$ cat src/bam_pkg.sv
// ----------------------------------------------------------------------------
// bam_pkg: shared types and constants of the BAM LED plane driver
// Sizes of the shift-register chain, item structs and internal codes.
// ----------------------------------------------------------------------------
package bam_pkg;

  localparam int NUM_REGS         = 12;
  localparam int CHANNELS_PER_REG = 15;
  localparam int PLANES           = 8;

  localparam int NUM_LEDS    = NUM_REGS * CHANNELS_PER_REG;
  localparam int STORE_DEPTH = NUM_REGS * PLANES;
  localparam int WORD_W      = CHANNELS_PER_REG;
  localparam int ADDR_W      = (STORE_DEPTH > 1) ? $clog2(STORE_DEPTH) : 1;
  localparam int REG_W       = (NUM_REGS > 1) ? $clog2(NUM_REGS) : 1;
  localparam int BIT_W       = (CHANNELS_PER_REG > 1) ? $clog2(CHANNELS_PER_REG) : 1;
  localparam int PLANE_W     = (PLANES > 1) ? $clog2(PLANES) : 1;
  localparam int SLOT_W      = $clog2(2 * PLANES);
  localparam int STEP_W      = (REG_W > PLANE_W) ? REG_W : PLANE_W;
  localparam int INTERVAL_W  = 16;

  // led / CHANNELS_PER_REG as a multiply by a rounded-up reciprocal
  localparam int DIV_SHIFT = 12;
  localparam int DIV_RECIP = (2 ** DIV_SHIFT + CHANNELS_PER_REG - 1) / CHANNELS_PER_REG;
  localparam int PROD_W    = 8 + DIV_SHIFT + 1;

  localparam int Q_DEPTH = 4;
  localparam int Q_PTR_W = 2;

  // input modes
  localparam logic MODE_WRITE = 1'b0;
  localparam logic MODE_TICK  = 1'b1;

  // configuration register indexes
  localparam logic REG_LSB_TIME = 1'b0;
  localparam logic REG_MIRRORED = 1'b1;

  // job kinds
  localparam logic JOB_WRITE = 1'b0;
  localparam logic JOB_SHOW  = 1'b1;

  typedef struct packed {
    logic       mode;
    logic [7:0] led_index;
    logic [7:0] brightness;
  } bam_in_t;

  typedef struct packed {
    logic [14:0] shift_word;
    logic [3:0]  register_index;
    logic [2:0]  plane;
    logic        latch_last;
  } bam_out_t;

  typedef struct packed {
    logic               kind;
    logic [REG_W-1:0]   reg_idx;
    logic [BIT_W-1:0]   bit_idx;
    logic [PLANES-1:0]  value;
    logic [PLANE_W-1:0] plane;
  } job_t;

endpackage

$ cat src/bam_front.sv
// ----------------------------------------------------------------------------
// bam_front: item intake and slot timing
// Splits LED writes into register/bit jobs, counts ticks down and queues a
// plane readout job whenever the current slot expires.
// ----------------------------------------------------------------------------
module bam_front (
  input  logic             clk,
  input  logic             rst,
  input  logic             item_valid,
  output logic             item_stall,
  input  bam_pkg::bam_in_t item,
  input  logic             cfg_write,
  input  logic             cfg_index,
  input  logic [7:0]       cfg_data,
  input  logic             q_full,
  output logic             q_push,
  output bam_pkg::job_t    q_job
);

  logic [7:0]                       lsb_time;
  logic                             mirrored_order;
  logic [bam_pkg::SLOT_W-1:0]       slot;
  logic [bam_pkg::INTERVAL_W-1:0]   interval_left;

  logic                             accept;
  logic [bam_pkg::PROD_W-1:0]       prod;
  logic [bam_pkg::REG_W-1:0]        reg_idx;
  logic [7:0]                       bit_full;
  logic                             in_range;
  logic                             expire;
  logic [bam_pkg::SLOT_W:0]         slot_inc;
  logic [bam_pkg::SLOT_W:0]         slot_count;
  logic [bam_pkg::SLOT_W-1:0]       slot_next;
  logic [bam_pkg::PLANE_W-1:0]      plane_next;
  logic [7:0]                       base;
  logic [bam_pkg::INTERVAL_W-1:0]   interval_next;

  assign item_stall = q_full;
  assign accept     = item_valid && !q_full;

  always_comb begin
    prod     = bam_pkg::PROD_W'(item.led_index) * bam_pkg::PROD_W'(bam_pkg::DIV_RECIP);
    reg_idx  = bam_pkg::REG_W'(prod >> bam_pkg::DIV_SHIFT);
    bit_full = item.led_index - 8'(reg_idx * bam_pkg::CHANNELS_PER_REG);
    in_range = {1'b0, item.led_index} < 9'(bam_pkg::NUM_LEDS);

    expire     = !(interval_left > bam_pkg::INTERVAL_W'(1));
    slot_inc   = {1'b0, slot} + 1'b1;
    slot_count = mirrored_order ? (bam_pkg::SLOT_W + 1)'(2 * bam_pkg::PLANES)
                                : (bam_pkg::SLOT_W + 1)'(bam_pkg::PLANES);
    slot_next  = (slot_inc >= slot_count) ? '0 : bam_pkg::SLOT_W'(slot_inc);
    // second half of a mirrored run counts the planes back down
    if ({1'b0, slot_next} < (bam_pkg::SLOT_W + 1)'(bam_pkg::PLANES)) begin
      plane_next = bam_pkg::PLANE_W'(slot_next);
    end else begin
      plane_next = bam_pkg::PLANE_W'((bam_pkg::SLOT_W + 1)'(2 * bam_pkg::PLANES - 1)
                                     - {1'b0, slot_next});
    end
    base          = (lsb_time == 8'd0) ? 8'd1 : lsb_time;
    interval_next = bam_pkg::INTERVAL_W'(base) << plane_next;
  end

  always_comb begin
    q_job.kind    = (item.mode == bam_pkg::MODE_TICK) ? bam_pkg::JOB_SHOW : bam_pkg::JOB_WRITE;
    q_job.reg_idx = reg_idx;
    q_job.bit_idx = bam_pkg::BIT_W'(bit_full);
    q_job.value   = item.brightness[bam_pkg::PLANES-1:0];
    q_job.plane   = plane_next;
    if (item.mode == bam_pkg::MODE_WRITE) begin
      q_push = accept && in_range;
    end else begin
      q_push = accept && expire;
    end
  end

  always_ff @(posedge clk) begin
    if (rst) begin
      lsb_time       <= 8'd32;
      mirrored_order <= 1'b0;
    end else if (cfg_write) begin
      unique case (cfg_index)
        bam_pkg::REG_LSB_TIME: lsb_time       <= cfg_data;
        bam_pkg::REG_MIRRORED: mirrored_order <= cfg_data[0];
        default: ;
      endcase
    end
  end

  always_ff @(posedge clk) begin
    if (rst) begin
      slot          <= bam_pkg::SLOT_W'(2 * bam_pkg::PLANES - 1);
      interval_left <= bam_pkg::INTERVAL_W'(1);
    end else if (accept && item.mode == bam_pkg::MODE_TICK) begin
      if (expire) begin
        slot          <= slot_next;
        interval_left <= interval_next;
      end else begin
        interval_left <= interval_left - 1'b1;
      end
    end
  end

endmodule

$ cat src/bam_queue.sv
// ----------------------------------------------------------------------------
// bam_queue: job queue between intake and plane engine
// Small FIFO; head entry is visible while not empty.
// ----------------------------------------------------------------------------
module bam_queue (
  input  logic          clk,
  input  logic          rst,
  input  logic          push,
  input  bam_pkg::job_t job_in,
  output logic          full,
  input  logic          pop,
  output bam_pkg::job_t job_out,
  output logic          empty
);

  bam_pkg::job_t               slots [bam_pkg::Q_DEPTH];
  logic [bam_pkg::Q_PTR_W-1:0] wr_ptr;
  logic [bam_pkg::Q_PTR_W-1:0] rd_ptr;
  logic [bam_pkg::Q_PTR_W:0]   count;

  assign full    = count == (bam_pkg::Q_PTR_W + 1)'(bam_pkg::Q_DEPTH);
  assign empty   = count == '0;
  assign job_out = slots[rd_ptr];

  always_ff @(posedge clk) begin
    if (push) begin
      slots[wr_ptr] <= job_in;
    end
  end

  always_ff @(posedge clk) begin
    if (rst) begin
      wr_ptr <= '0;
      rd_ptr <= '0;
      count  <= '0;
    end else begin
      if (push) begin
        wr_ptr <= wr_ptr + 1'b1;
      end
      if (pop) begin
        rd_ptr <= rd_ptr + 1'b1;
      end
      count <= count + (bam_pkg::Q_PTR_W + 1)'(push) - (bam_pkg::Q_PTR_W + 1)'(pop);
    end
  end

endmodule

$ cat src/bam_back.sv
// ----------------------------------------------------------------------------
// bam_back: plane store and readout engine
// Runs queued jobs: a write sets one bit in each plane word of a register,
// a show reads that plane's word for every register into a 2-entry output
// buffer.
// ----------------------------------------------------------------------------
module bam_back (
  input  logic              clk,
  input  logic              rst,
  input  logic              q_empty,
  input  bam_pkg::job_t     q_job,
  output logic              q_pop,
  output logic              word_valid,
  input  logic              word_stall,
  output bam_pkg::bam_out_t word
);

  localparam logic [1:0] ST_IDLE  = 2'd0;
  localparam logic [1:0] ST_WRITE = 2'd1;
  localparam logic [1:0] ST_SHOW  = 2'd2;

  logic [1:0]                  state;
  logic [1:0]                  state_next;
  bam_pkg::job_t               cur;
  logic [bam_pkg::STEP_W-1:0]  step;

  logic [bam_pkg::WORD_W-1:0]  mem [bam_pkg::STORE_DEPTH];
  logic [bam_pkg::STORE_DEPTH-1:0] valid;

  logic                        wr_en;
  logic [bam_pkg::ADDR_W-1:0]  wr_addr;
  logic                        wr_bit;
  logic                        rd_issue;
  logic [bam_pkg::ADDR_W-1:0]  rd_addr;
  logic                        last_step;

  logic [bam_pkg::WORD_W-1:0]  rd_word;
  logic                        rd_ok;
  logic                        rd_pend;
  logic [bam_pkg::REG_W-1:0]   rd_reg;
  logic [bam_pkg::PLANE_W-1:0] rd_plane;

  bam_pkg::bam_out_t           obuf [2];
  logic                        head;
  logic [1:0]                  ocnt;
  logic                        take;
  logic [2:0]                  occ;
  bam_pkg::bam_out_t           new_word;

  assign take       = word_valid && !word_stall;
  assign word_valid = ocnt != 2'd0;
  assign word       = obuf[head];

  always_comb begin
    q_pop   = (state == ST_IDLE) && !q_empty;
    wr_en   = state == ST_WRITE;
    wr_addr = bam_pkg::ADDR_W'(cur.reg_idx * bam_pkg::PLANES + step);
    wr_bit  = cur.value[step[bam_pkg::PLANE_W-1:0]];
    rd_addr = bam_pkg::ADDR_W'(step * bam_pkg::PLANES + cur.plane);
    // words buffered plus one in flight must fit in two slots after this edge
    occ      = 3'(ocnt) + 3'(rd_pend);
    rd_issue = (state == ST_SHOW) && (occ < 3'd2 + 3'(take));
    if (state == ST_WRITE) begin
      last_step = step == bam_pkg::STEP_W'(bam_pkg::PLANES - 1);
    end else begin
      last_step = step == bam_pkg::STEP_W'(bam_pkg::NUM_REGS - 1);
    end
  end

  always_comb begin
    state_next = state;
    unique case (state)
      ST_IDLE: begin
        if (q_pop) begin
          state_next = (q_job.kind == bam_pkg::JOB_SHOW) ? ST_SHOW : ST_WRITE;
        end
      end
      ST_WRITE: begin
        if (last_step) begin
          state_next = ST_IDLE;
        end
      end
      ST_SHOW: begin
        if (rd_issue && last_step) begin
          state_next = ST_IDLE;
        end
      end
      default: state_next = ST_IDLE;
    endcase
  end

  always_ff @(posedge clk) begin
    if (rst) begin
      state <= ST_IDLE;
      step  <= '0;
    end else begin
      state <= state_next;
      if (state == ST_IDLE) begin
        step <= '0;
      end else if (wr_en || rd_issue) begin
        step <= step + 1'b1;
      end
    end
  end

  always_ff @(posedge clk) begin
    if (q_pop) begin
      cur <= q_job;
    end
  end

  // plane store; an entry never written reads as all LEDs off
  always_ff @(posedge clk) begin
    if (wr_en) begin
      if (valid[wr_addr]) begin
        mem[wr_addr][cur.bit_idx] <= wr_bit;
      end else begin
        mem[wr_addr] <= bam_pkg::WORD_W'(wr_bit) << cur.bit_idx;
      end
    end
    if (rd_issue) begin
      rd_word  <= mem[rd_addr];
      rd_ok    <= valid[rd_addr];
      rd_reg   <= bam_pkg::REG_W'(step);
      rd_plane <= cur.plane;
    end
  end

  always_ff @(posedge clk) begin
    if (rst) begin
      valid   <= '0;
      rd_pend <= 1'b0;
    end else begin
      if (wr_en) begin
        valid[wr_addr] <= 1'b1;
      end
      rd_pend <= rd_issue;
    end
  end

  always_comb begin
    new_word.shift_word     = 15'(rd_ok ? rd_word : '0);
    new_word.register_index = 4'(rd_reg);
    new_word.plane          = 3'(rd_plane);
    new_word.latch_last     = rd_reg == bam_pkg::REG_W'(bam_pkg::NUM_REGS - 1);
  end

  always_ff @(posedge clk) begin
    if (rd_pend) begin
      obuf[head ^ ocnt[0]] <= new_word;
    end
  end

  always_ff @(posedge clk) begin
    if (rst) begin
      head <= 1'b0;
      ocnt <= 2'd0;
    end else begin
      if (take) begin
        head <= ~head;
      end
      ocnt <= ocnt + 2'(rd_pend) - 2'(take);
    end
  end

endmodule

$ cat src/bam_led_plane_driver.sv
// ----------------------------------------------------------------------------
// bam_led_plane_driver: bit-angle-modulation LED driver
// Bit-plane store for 180 LEDs on 12 shift registers of 15 channels.
// ----------------------------------------------------------------------------
// Input channel (item_valid / item_stall / item): mode 0 writes one LED's
// brightness into the 8 bit planes, mode 1 is one timer tick. Writes to an
// LED beyond the chain are dropped. item_stall is high while the job queue
// (4 entries) is full.
// Output channel (word_valid / word_stall / word): when a tick ends the
// current slot, the next plane's word goes out for registers 0..11, one per
// cycle while word_stall is low, the last one flagged latch_last.
// A write occupies the plane engine for each plane word of the register, one
// per cycle on the single store write port; a readout for each register.
// Ticks that do not end a slot and dropped writes take no engine time.
// word_stall holds the 2-entry output buffer; reads pause until room frees,
// and the queue absorbs up to 4 further jobs before item_stall rises.
// Configuration: cfg_write with cfg_index 0 sets lsb_time, 1 sets the
// mirrored slot order; write only while idle.
// Reset (rst, synchronous): all LEDs off with no clearing pass, lsb_time 32,
// plain order, and the first tick shows plane 0.
// ----------------------------------------------------------------------------
module bam_led_plane_driver (
  input  logic              clk,
  input  logic              rst,
  input  logic              item_valid,
  output logic              item_stall,
  input  bam_pkg::bam_in_t  item,
  output logic              word_valid,
  input  logic              word_stall,
  output bam_pkg::bam_out_t word,
  input  logic              cfg_write,
  input  logic              cfg_index,
  input  logic [7:0]        cfg_data
);

  logic          q_push;
  logic          q_full;
  logic          q_pop;
  logic          q_empty;
  bam_pkg::job_t q_job_in;
  bam_pkg::job_t q_job_out;

  bam_front u_front (
    .clk        (clk),
    .rst        (rst),
    .item_valid (item_valid),
    .item_stall (item_stall),
    .item       (item),
    .cfg_write  (cfg_write),
    .cfg_index  (cfg_index),
    .cfg_data   (cfg_data),
    .q_full     (q_full),
    .q_push     (q_push),
    .q_job      (q_job_in)
  );

  bam_queue u_queue (
    .clk     (clk),
    .rst     (rst),
    .push    (q_push),
    .job_in  (q_job_in),
    .full    (q_full),
    .pop     (q_pop),
    .job_out (q_job_out),
    .empty   (q_empty)
  );

  bam_back u_back (
    .clk        (clk),
    .rst        (rst),
    .q_empty    (q_empty),
    .q_job      (q_job_out),
    .q_pop      (q_pop),
    .word_valid (word_valid),
    .word_stall (word_stall),
    .word       (word)
  );

  a_no_push_when_full: assert property (@(posedge clk) disable iff (rst)
    q_push |-> !q_full)
    else $error("job pushed into a full queue");

  a_pop_only_nonempty: assert property (@(posedge clk) disable iff (rst)
    q_pop |-> !q_empty)
    else $error("job popped from an empty queue");

  a_latch_on_last: assert property (@(posedge clk) disable iff (rst)
    word_valid |-> (word.latch_last == (word.register_index == 4'(bam_pkg::NUM_REGS - 1))))
    else $error("latch mark not on the last register word");

  a_plane_range: assert property (@(posedge clk) disable iff (rst)
    word_valid |-> ({1'b0, word.plane} < 4'(bam_pkg::PLANES)))
    else $error("word carries a plane beyond the store");

endmodule
$ cat config.mk
export PLATFORM = sky130hd
export DESIGN_NAME = bam_led_plane_driver
export DESIGN_NICKNAME = d
export VERILOG_FILES = /design/src/bam_pkg.sv /design/src/bam_front.sv /design/src/bam_queue.sv /design/src/bam_back.sv /design/src/bam_led_plane_driver.sv
export SDC_FILE = /design/constraint.sdc
export NUM_CORES = 2
export LEC_CHECK = 0
export BUFFER_PORTS_ARGS = -buffer_cell sky130_fd_sc_hd__buf_2
export CAP_MARGIN = 20
export CORE_UTILIZATION = 51
export CTS_CLUSTER_DIAMETER = 60
export DETAILED_ROUTE_END_ITERATION = 12
export PLACE_DENSITY = 0.66
export REMOVE_ABC_BUFFERS = 1
export SLEW_MARGIN = 20
export SYNTH_ARGS = -nofsm -noshare
export SYNTH_HDL_FRONTEND = slang
export SYNTH_SLANG_ARGS = --single-unit
$ cat constraint.sdc
create_clock -name clk -period 6.9 [get_ports clk]
set_input_delay 1.035 -clock clk [delete_from_list [all_inputs] [get_ports clk]]
set_output_delay 1.035 -clock clk [all_outputs]
set_load 0.01 [all_outputs]
* Yosys cells after proc, flatten, opt, wreduce, memory -nomap -nowiden
Memory sizes are Yosys's and may differ from the RTL's. A register that Yosys moved wholly into a read port is not among the register bits.
Index checks and enable logic that the tools add are counted.
** Word-level totals
- RAM bits :: 1566
- Memories kept :: 3
- Bits of input ports :: 31
- Register bits :: 169
** Cells by class
- Reduce and logical (&&, ||, !) cells :: 24
- $add $sub $neg :: 15
- Multiply operators :: 2
- Bitwise logic cells :: 20
- Multiplexer cells :: 53
- Magnitude comparators :: 11
- Shift operators :: 2
- Eq/ne operators :: 9
** Memories
- u_back.mem :: words 96, bits a word 15, read ports 1, clocked after Yosys merged registers in 1, wr ports 1, RTL line bam_back.sv:27 : logic [bam_pkg::WORD_W-1:0] mem [bam_pkg::STORE_DEPTH];
- u_queue.slots :: words 4, bits a word 20, read ports 1, clocked after Yosys merged registers in 1, wr ports 1, RTL line bam_queue.sv:16 : bam_pkg::job_t slots [bam_pkg::Q_DEPTH];
- u_back.obuf :: words 2, bits a word 23, read ports 1, clocked after Yosys merged registers in 1, wr ports 1, RTL line bam_back.sv:43 : bam_pkg::bam_out_t obuf [2];
** Operator list (number)
- OR 96 bit :: 1
- two-way mux 1 bit :: 34
- two-way mux 15 bit :: 2
- > comparator 16 x 1 -> 1 bit, second input constant :: 1
- less-than comparator 7 x 8 -> 1 bit, second input constant :: 2
- two-way mux 16 bit :: 1
- left shift 8 x 3 -> 16 bit :: 1
- subtractor 16 x 1 -> 16 bit, second input constant :: 1
- multiplier 8 x 8 -> 15 bit, second input constant :: 1
- OR 1 bit :: 15
- left shift 1 x 4 -> 15 bit :: 1
- binary-select mux 1 bit (select 7 bit) :: 2
- two-way mux 2 bit :: 6
- logical AND 1 bit :: 10
- equality test 4 bit, second input constant :: 2
- zero test 8 bit :: 1
- less-than comparator 8 bit, second input constant :: 1
- two-way mux 8 bit :: 1
- adder 7 x 3 -> 7 bit :: 1
- adder 7 x 4 -> 7 bit :: 1
- demux 1 bit (select 7 bit) :: 1
- >= comparator 7 x 1 -> 1 bit, second input constant :: 1
- != test 2 bit, second input constant :: 3
- case mux 2 bit (3 select lines) :: 1
- 37 further kinds :: 45

* Longest topological paths before layout
- Depth in word-level cells :: 8
- Gate-level depth with buffers :: 16

* Cells and area by module
Synthesis repeated with hierarchy kept, for this count alone.
** Second synthesis, totals
- Cells, all modules :: 5490
- Area total of the unflattened synthesis :: 81404.3 um^2
** Modules (own cells, without submodules)
- bam_back :: seq. area each 48026.1 um^2, area an instance 75229.7 um^2, cells each 4976, times used 1
- bam_queue :: seq. area each 2582.5 um^2, area an instance 3324.4 um^2, cells each 146, times used 1
- bam_front :: seq. area each 580.6 um^2, area an instance 2850.2 um^2, cells each 368, times used 1

* Least setup slack after synthesis
OpenSTA, ideal clock, no wires.
- Kind :: register to register
- From :: register u_back.cur[15] (netlist bit)
- To :: memory u_back.mem[0][0] (netlist bit), data pin
- Buffers on the path :: 3
- Library setup time :: 0.779 ns
- Arrival time :: 5.326 ns
- Stages on the path, launching flop included :: 12
- Slack :: 0.795 ns
- Cell sequence :: edfxtp_1 -> ha_1 -> ha_1 -> or2_2 -> nor2_1 -> o21ai_0 -> and3_1 -> buf_2 -> and2_0 -> buf_2 -> buf_2 -> a31oi_1
** Between the ends
- Cells in the longest elaborated chain, start to end :: 7
** Ends and longest elaborated chain
- from (decl) :: RTL line bam_back.sv:24 : bam_pkg::job_t cur;
- from (signal assigned) :: RTL line bam_back.sv:108 : cur <= q_job;
- adder 7 x 4 -> 7 bit :: RTL line bam_back.sv:57 : wr_addr = bam_pkg::ADDR_W'(cur.reg_idx * bam_pkg::PLANES + step);
- binary-select mux 1 bit (select 7 bit) :: RTL line bam_back.sv:115 : if (valid[wr_addr]) begin
- two-way mux 1 bit (not written as such) :: RTL line bam_back.sv:115
- two-way mux 1 bit :: RTL line bam_back.sv:115
- two-way mux 1 bit :: RTL line bam_back.sv:114 : if (wr_en) begin
- two-way mux 1 bit (not written as such) :: RTL line bam_back.sv:118 : mem[wr_addr] <= bam_pkg::WORD_W'(wr_bit) << cur.bit_idx;
- two-way mux 1 bit (no line)
- to (decl) :: RTL line bam_back.sv:27
No other way between the ends. The select of a mux whose other input is x is not followed.

* Final worst setup path
- From :: register u_back.cur[15] (netlist bit)
- To :: memory u_back.mem[18][0] (netlist bit), data pin
Same word-level chain as after synthesis.

==> impl_metrics.yaml <==
sta:
  relSlewSlack_pct: 19.9
  worst_slew_pin_slew_ns: 1.20
  fin_setup_tns_ns: 0
  setup_violations: 0
  grt_setup_unrepaired: "false"
  slew_violations: 0
  fmax_mhz: 191
  timing.final.crit_period_ns: 5.23
  finalClockSkew_ns: 0.0299
  final_hold_viol_count: 0
  period_share_pct: 75.8
hold_path:
  hold_ep: "u_queue.slots[0][9]"
  hp-class: "in -> reg"
  timing.hold.worst_path_depth: 1
  hold_start: "item[6]"
cells_and_area:
  layout_filler_cell_count: 11700
  finish.utilization_pct: 56.8
  leading_cell_types_in_the_layout_fill_and_taps_excluded: "1608 x sky130_fd_sc_hd__edfxtp_1, 1604 x sky130_fd_sc_hd__nor2_1, 443 x sky130_fd_sc_hd__mux4_2"
  largest_registers_ranked_by_flip_flop_count: "u_back.mem: 1440 flops, u_back.valid: 96 flops, u_queue.slots: 80 flops"
  number_of_nets_at_the_end_of_the_flow: 5305
  leading_cell_type_in_the_layout_fill_and_taps_excluded: "sky130_fd_sc_hd__edfxtp_1"
  top_register: "u_back.mem"
  post_route_cells_drive_above_1_share_pct: 18.3
  largest_reg_flops: 1440
  signed_area_change_from_the_synthesized_netlist_to_the_final_layout_pct: 10.2
clock_tree:
  cts_max_level: 4
  hold_buffers: 0
  tritoncts: "done"
  post-cts-setup-buffers: 0
  insertion_delay_of_the_later_clocked_pin_in_the_worst_skew_pair_ns: 0.84
  cts_resized: 0
  cts_inserted_buffers: 180
  clock_tree.buffer_depth: 3
  tritoncts_num_sinks: 1753
  path_clk_slew_ns: 0.06
  cts_root_buffer: "sky130_fd_sc_hd__clkbuf_16"
worst_setup_path:
  regToRegEndpoint: "u_back.mem[18][0]"
  worstSetupEndpointType: "flip-flop"
  critical_path.most_common_cell: "sky130_fd_sc_hd__buf_4"
  cp_max_fo: 64
  worst-setup-path-type: "reg -> reg"
  regToRegSetupSlack_ns: 1.67
  path_cells: "ha_1 > ha_1 > or2_2 > nor2_1 > o21ai_0 > and3_1 > buf_4 > and2_1 > buf_4 > a31oi_4 > buf_4"
  critPathSlowestCell: "sky130_fd_sc_hd__a31oi_4"
  critPathArrivalTime_ns: 5.73
  reg2reg_from: "u_back.cur[15]"
  critPathTopFamily: "simple AND/OR/NAND/NOR gates"
  critical_path.n_buffers_inverters: 3
  critical_path_required_ns: 7.40
  worst_path_largest_cell_delay_ns: 0.75
  worstSetupStartpointType: "flip-flop"
  worst_reg_to_reg_path_cell_count: 11
yosys:
  synth-warning-count: 0
  yosys_most_used_dff: "sky130_fd_sc_hd__edfxtp_1"
  ys_seq_elements: 1753
  netlist.area_leader.share_pct: 63.1
  synthesis.area_per_instance_um2: 14.5
  postSynthCellCount: 5292
  ys_types: 70
  synth_enable_flop_cells: 1608
  ys_top_cells_by_area: "sky130_fd_sc_hd__edfxtp_1 63%, sky130_fd_sc_hd__mux4_2 13%, sky130_fd_sc_hd__nor2_1 8.0%"
  asyncSetResetFlopFracSynth_pct: 0
  yosysSeqAreaShare_pct: 66.9
  post-synth-top-area-cell: "sky130_fd_sc_hd__edfxtp_1"
  post_synth_instance_area_mm2: 0.0765
placed_design:
  port_buffers: 55
  final_replace_weighted_congestion: 0.936
  hpwl_mm: 120
floorplanning:
  row_count: 141
  io_pins: 56
  die-area_mm2: 0.152
  die-width_um: 389
  die_y_um: 389
  floorplan.initialDensity_pct: 51.6
  core_mm2: 0.148
global_routing:
  global_route.overflow_total: 0
  grt_first_pass_wirelength_mm: 298
  via_count_of_the_first_global_routing_pass: 44700
  grtUsageTotal_pct: 27.1
  grt_antenna_before_repair: 8
  maximum_number_of_pins_on_one_net_before_global_route_repair: 108
route:
  dr_vias: 46100
  drt-initial-drc-count: 6217
  drc: 0
  vias_per_cell: 6.26
  antenna_left: 0
  drt_first_pass_iters: 8
  route.detailed.wl_per_inst_um: 27.8
  detail_route.wirelength_mm: 205
power:
  power-per-cell-area_mw_per_mm2: 413
  total_leakage_power_nw: 31.1
  irDropWorstVdd_mv: 0.527
run_status:
  outcome: "completed"
job:
  drv.max_cap_violation_count: 0
cell usage after synthesis (4+ instances only):
| library cell | instances |
|---|---|
| sky130_fd_sc_hd__xor2_1 | 14 |
| sky130_fd_sc_hd__buf_4 | 6 |
| sky130_fd_sc_hd__mux2i_1 | 151 |
| sky130_fd_sc_hd__o211ai_1 | 5 |
| sky130_fd_sc_hd__nand3b_1 | 6 |
| sky130_fd_sc_hd__nor3_1 | 30 |
| sky130_fd_sc_hd__a21oi_1 | 149 |
| sky130_fd_sc_hd__xnor2_1 | 18 |
| sky130_fd_sc_hd__mux2_2 | 34 |
| sky130_fd_sc_hd__o22ai_1 | 46 |
| sky130_fd_sc_hd__and2_1 | 23 |
| sky130_fd_sc_hd__a22o_1 | 4 |
| sky130_fd_sc_hd__a221oi_1 | 7 |
| sky130_fd_sc_hd__inv_1 | 73 |
| sky130_fd_sc_hd__nand2b_1 | 14 |
| sky130_fd_sc_hd__a41oi_1 | 4 |
| sky130_fd_sc_hd__a211oi_1 | 9 |
| sky130_fd_sc_hd__a22oi_1 | 22 |
| sky130_fd_sc_hd__mux4_2 | 443 |
| sky130_fd_sc_hd__ha_1 | 52 |
| sky130_fd_sc_hd__a21boi_0 | 4 |
| sky130_fd_sc_hd__buf_6 | 24 |
| sky130_fd_sc_hd__a211o_1 | 4 |
| sky130_fd_sc_hd__clkbuf_8 | 21 |
| sky130_fd_sc_hd__buf_2 | 117 |
| sky130_fd_sc_hd__nand3_1 | 14 |
| sky130_fd_sc_hd__nand2_1 | 175 |
| sky130_fd_sc_hd__clkbuf_1 | 242 |
| sky130_fd_sc_hd__nor2_1 | 1628 |
| sky130_fd_sc_hd__dfxtp_1 | 145 |
| sky130_fd_sc_hd__a31oi_1 | 21 |
| sky130_fd_sc_hd__nor4_1 | 10 |
| sky130_fd_sc_hd__a21o_1 | 5 |
| sky130_fd_sc_hd__a21oi_2 | 16 |
| sky130_fd_sc_hd__and3_1 | 7 |
| sky130_fd_sc_hd__edfxtp_1 | 1608 |
| sky130_fd_sc_hd__buf_1 | 27 |
| sky130_fd_sc_hd__nor2b_1 | 15 |
| sky130_fd_sc_hd__o21ai_0 | 37 |
| sky130_fd_sc_hd__or4_1 | 12 |
| sky130_fd_sc_hd__a32oi_1 | 5 |
per-stage QoR:
stage / total power [mW] / hold WS (ns) / std cells / setup slack, ns / instance area [um2]
2_1_floorplan: 22.3 / 0.421 / 4855 / -10.03 / 74300
3_3_place_gp: 25.4 / 0.425 / 7037 / 1.88 / 78600
3_5_place_dp: 25.6 / 0.430 / 7039 / 1.78 / 78600
4_1_cts: 34.9 / 0.367 / 7364 / 1.75 / 84200
5_1_grt: 35.9 / 0.396 / 7365 / 1.46 / 84300
6_report: 34.8 / 0.425 / 7368 / 1.67 / 84300
worst reg2reg max path, delay by kind of cell (launching register included):
| kind | cells | cell delay (ns) |
|---|---|---|
| simple gates | 4 | 1.51 |
| buf+inv | 3 | 1.38 |
| compound gates | 2 | 1.01 |
| fa+ha+maj | 2 | 0.54 |
| flops | 1 | 0.36 |
cells by family after synthesis:
logic type	after synthesis	share of synthesized area, %
buffers and inverters	511	3.24
adder cells (fa/ha/maj)	54	0.903
flip-flops	1753	66.9
multiplexers	629	15.6
XOR/XNOR	32	0.366
AND/OR/NAND/NOR	1947	10.0
AO/OA/AOI/OAI	366	3.01
where the power goes:
part	internal, mW	switching, mW	total (mW)
combinational	3.50	7.11	10.6
clock	5.30	4.12	9.42
sequential	14.5	0.291	14.8
layer usage:
metal	vias to the layer above	GRT usage [%]	wire (um)
met5	-	0	28
met4	4	9.56	7030
met3	436	5.65	21400
met2	2508	42.7	96500
met1	23800	37.6	80000
li1	19400	-	-
area by class of cell:
cell class	count	area (um2)	area share, %
Antenna cell	3	7.51	0.00891
Clock buffer	259	5020	5.95
Clock inverter	66	633	0.751
Inverter	74	278	0.330
Multi-Input combinational cell	3028	23300	27.6
Sequential cell	1753	51200	60.7
Tap cell	2002	2500	2.97
Timing Repair Buffer	183	1390	1.65
how the worst max path moves through the flow:
stage	endpoint	startpoint	cells past startpoint	slack, ns
3_5_place_dp	u_back.mem[62][0]	u_back.cur[15]	11	1.78
5_1_grt	u_back.mem[62][0]	u_back.step[3]	12	1.46
2_1_floorplan	u_back.rd_ok	u_back.cur[0]	7	-10.03
3_3_place_gp	u_back.mem[18][0]	u_back.cur[15]	11	1.88
6_report	u_back.mem[18][0]	u_back.cur[15]	11	1.67
4_1_cts	u_back.mem[60][0]	u_back.cur[15]	11	1.75
Power figures use the tool's default switching activity.
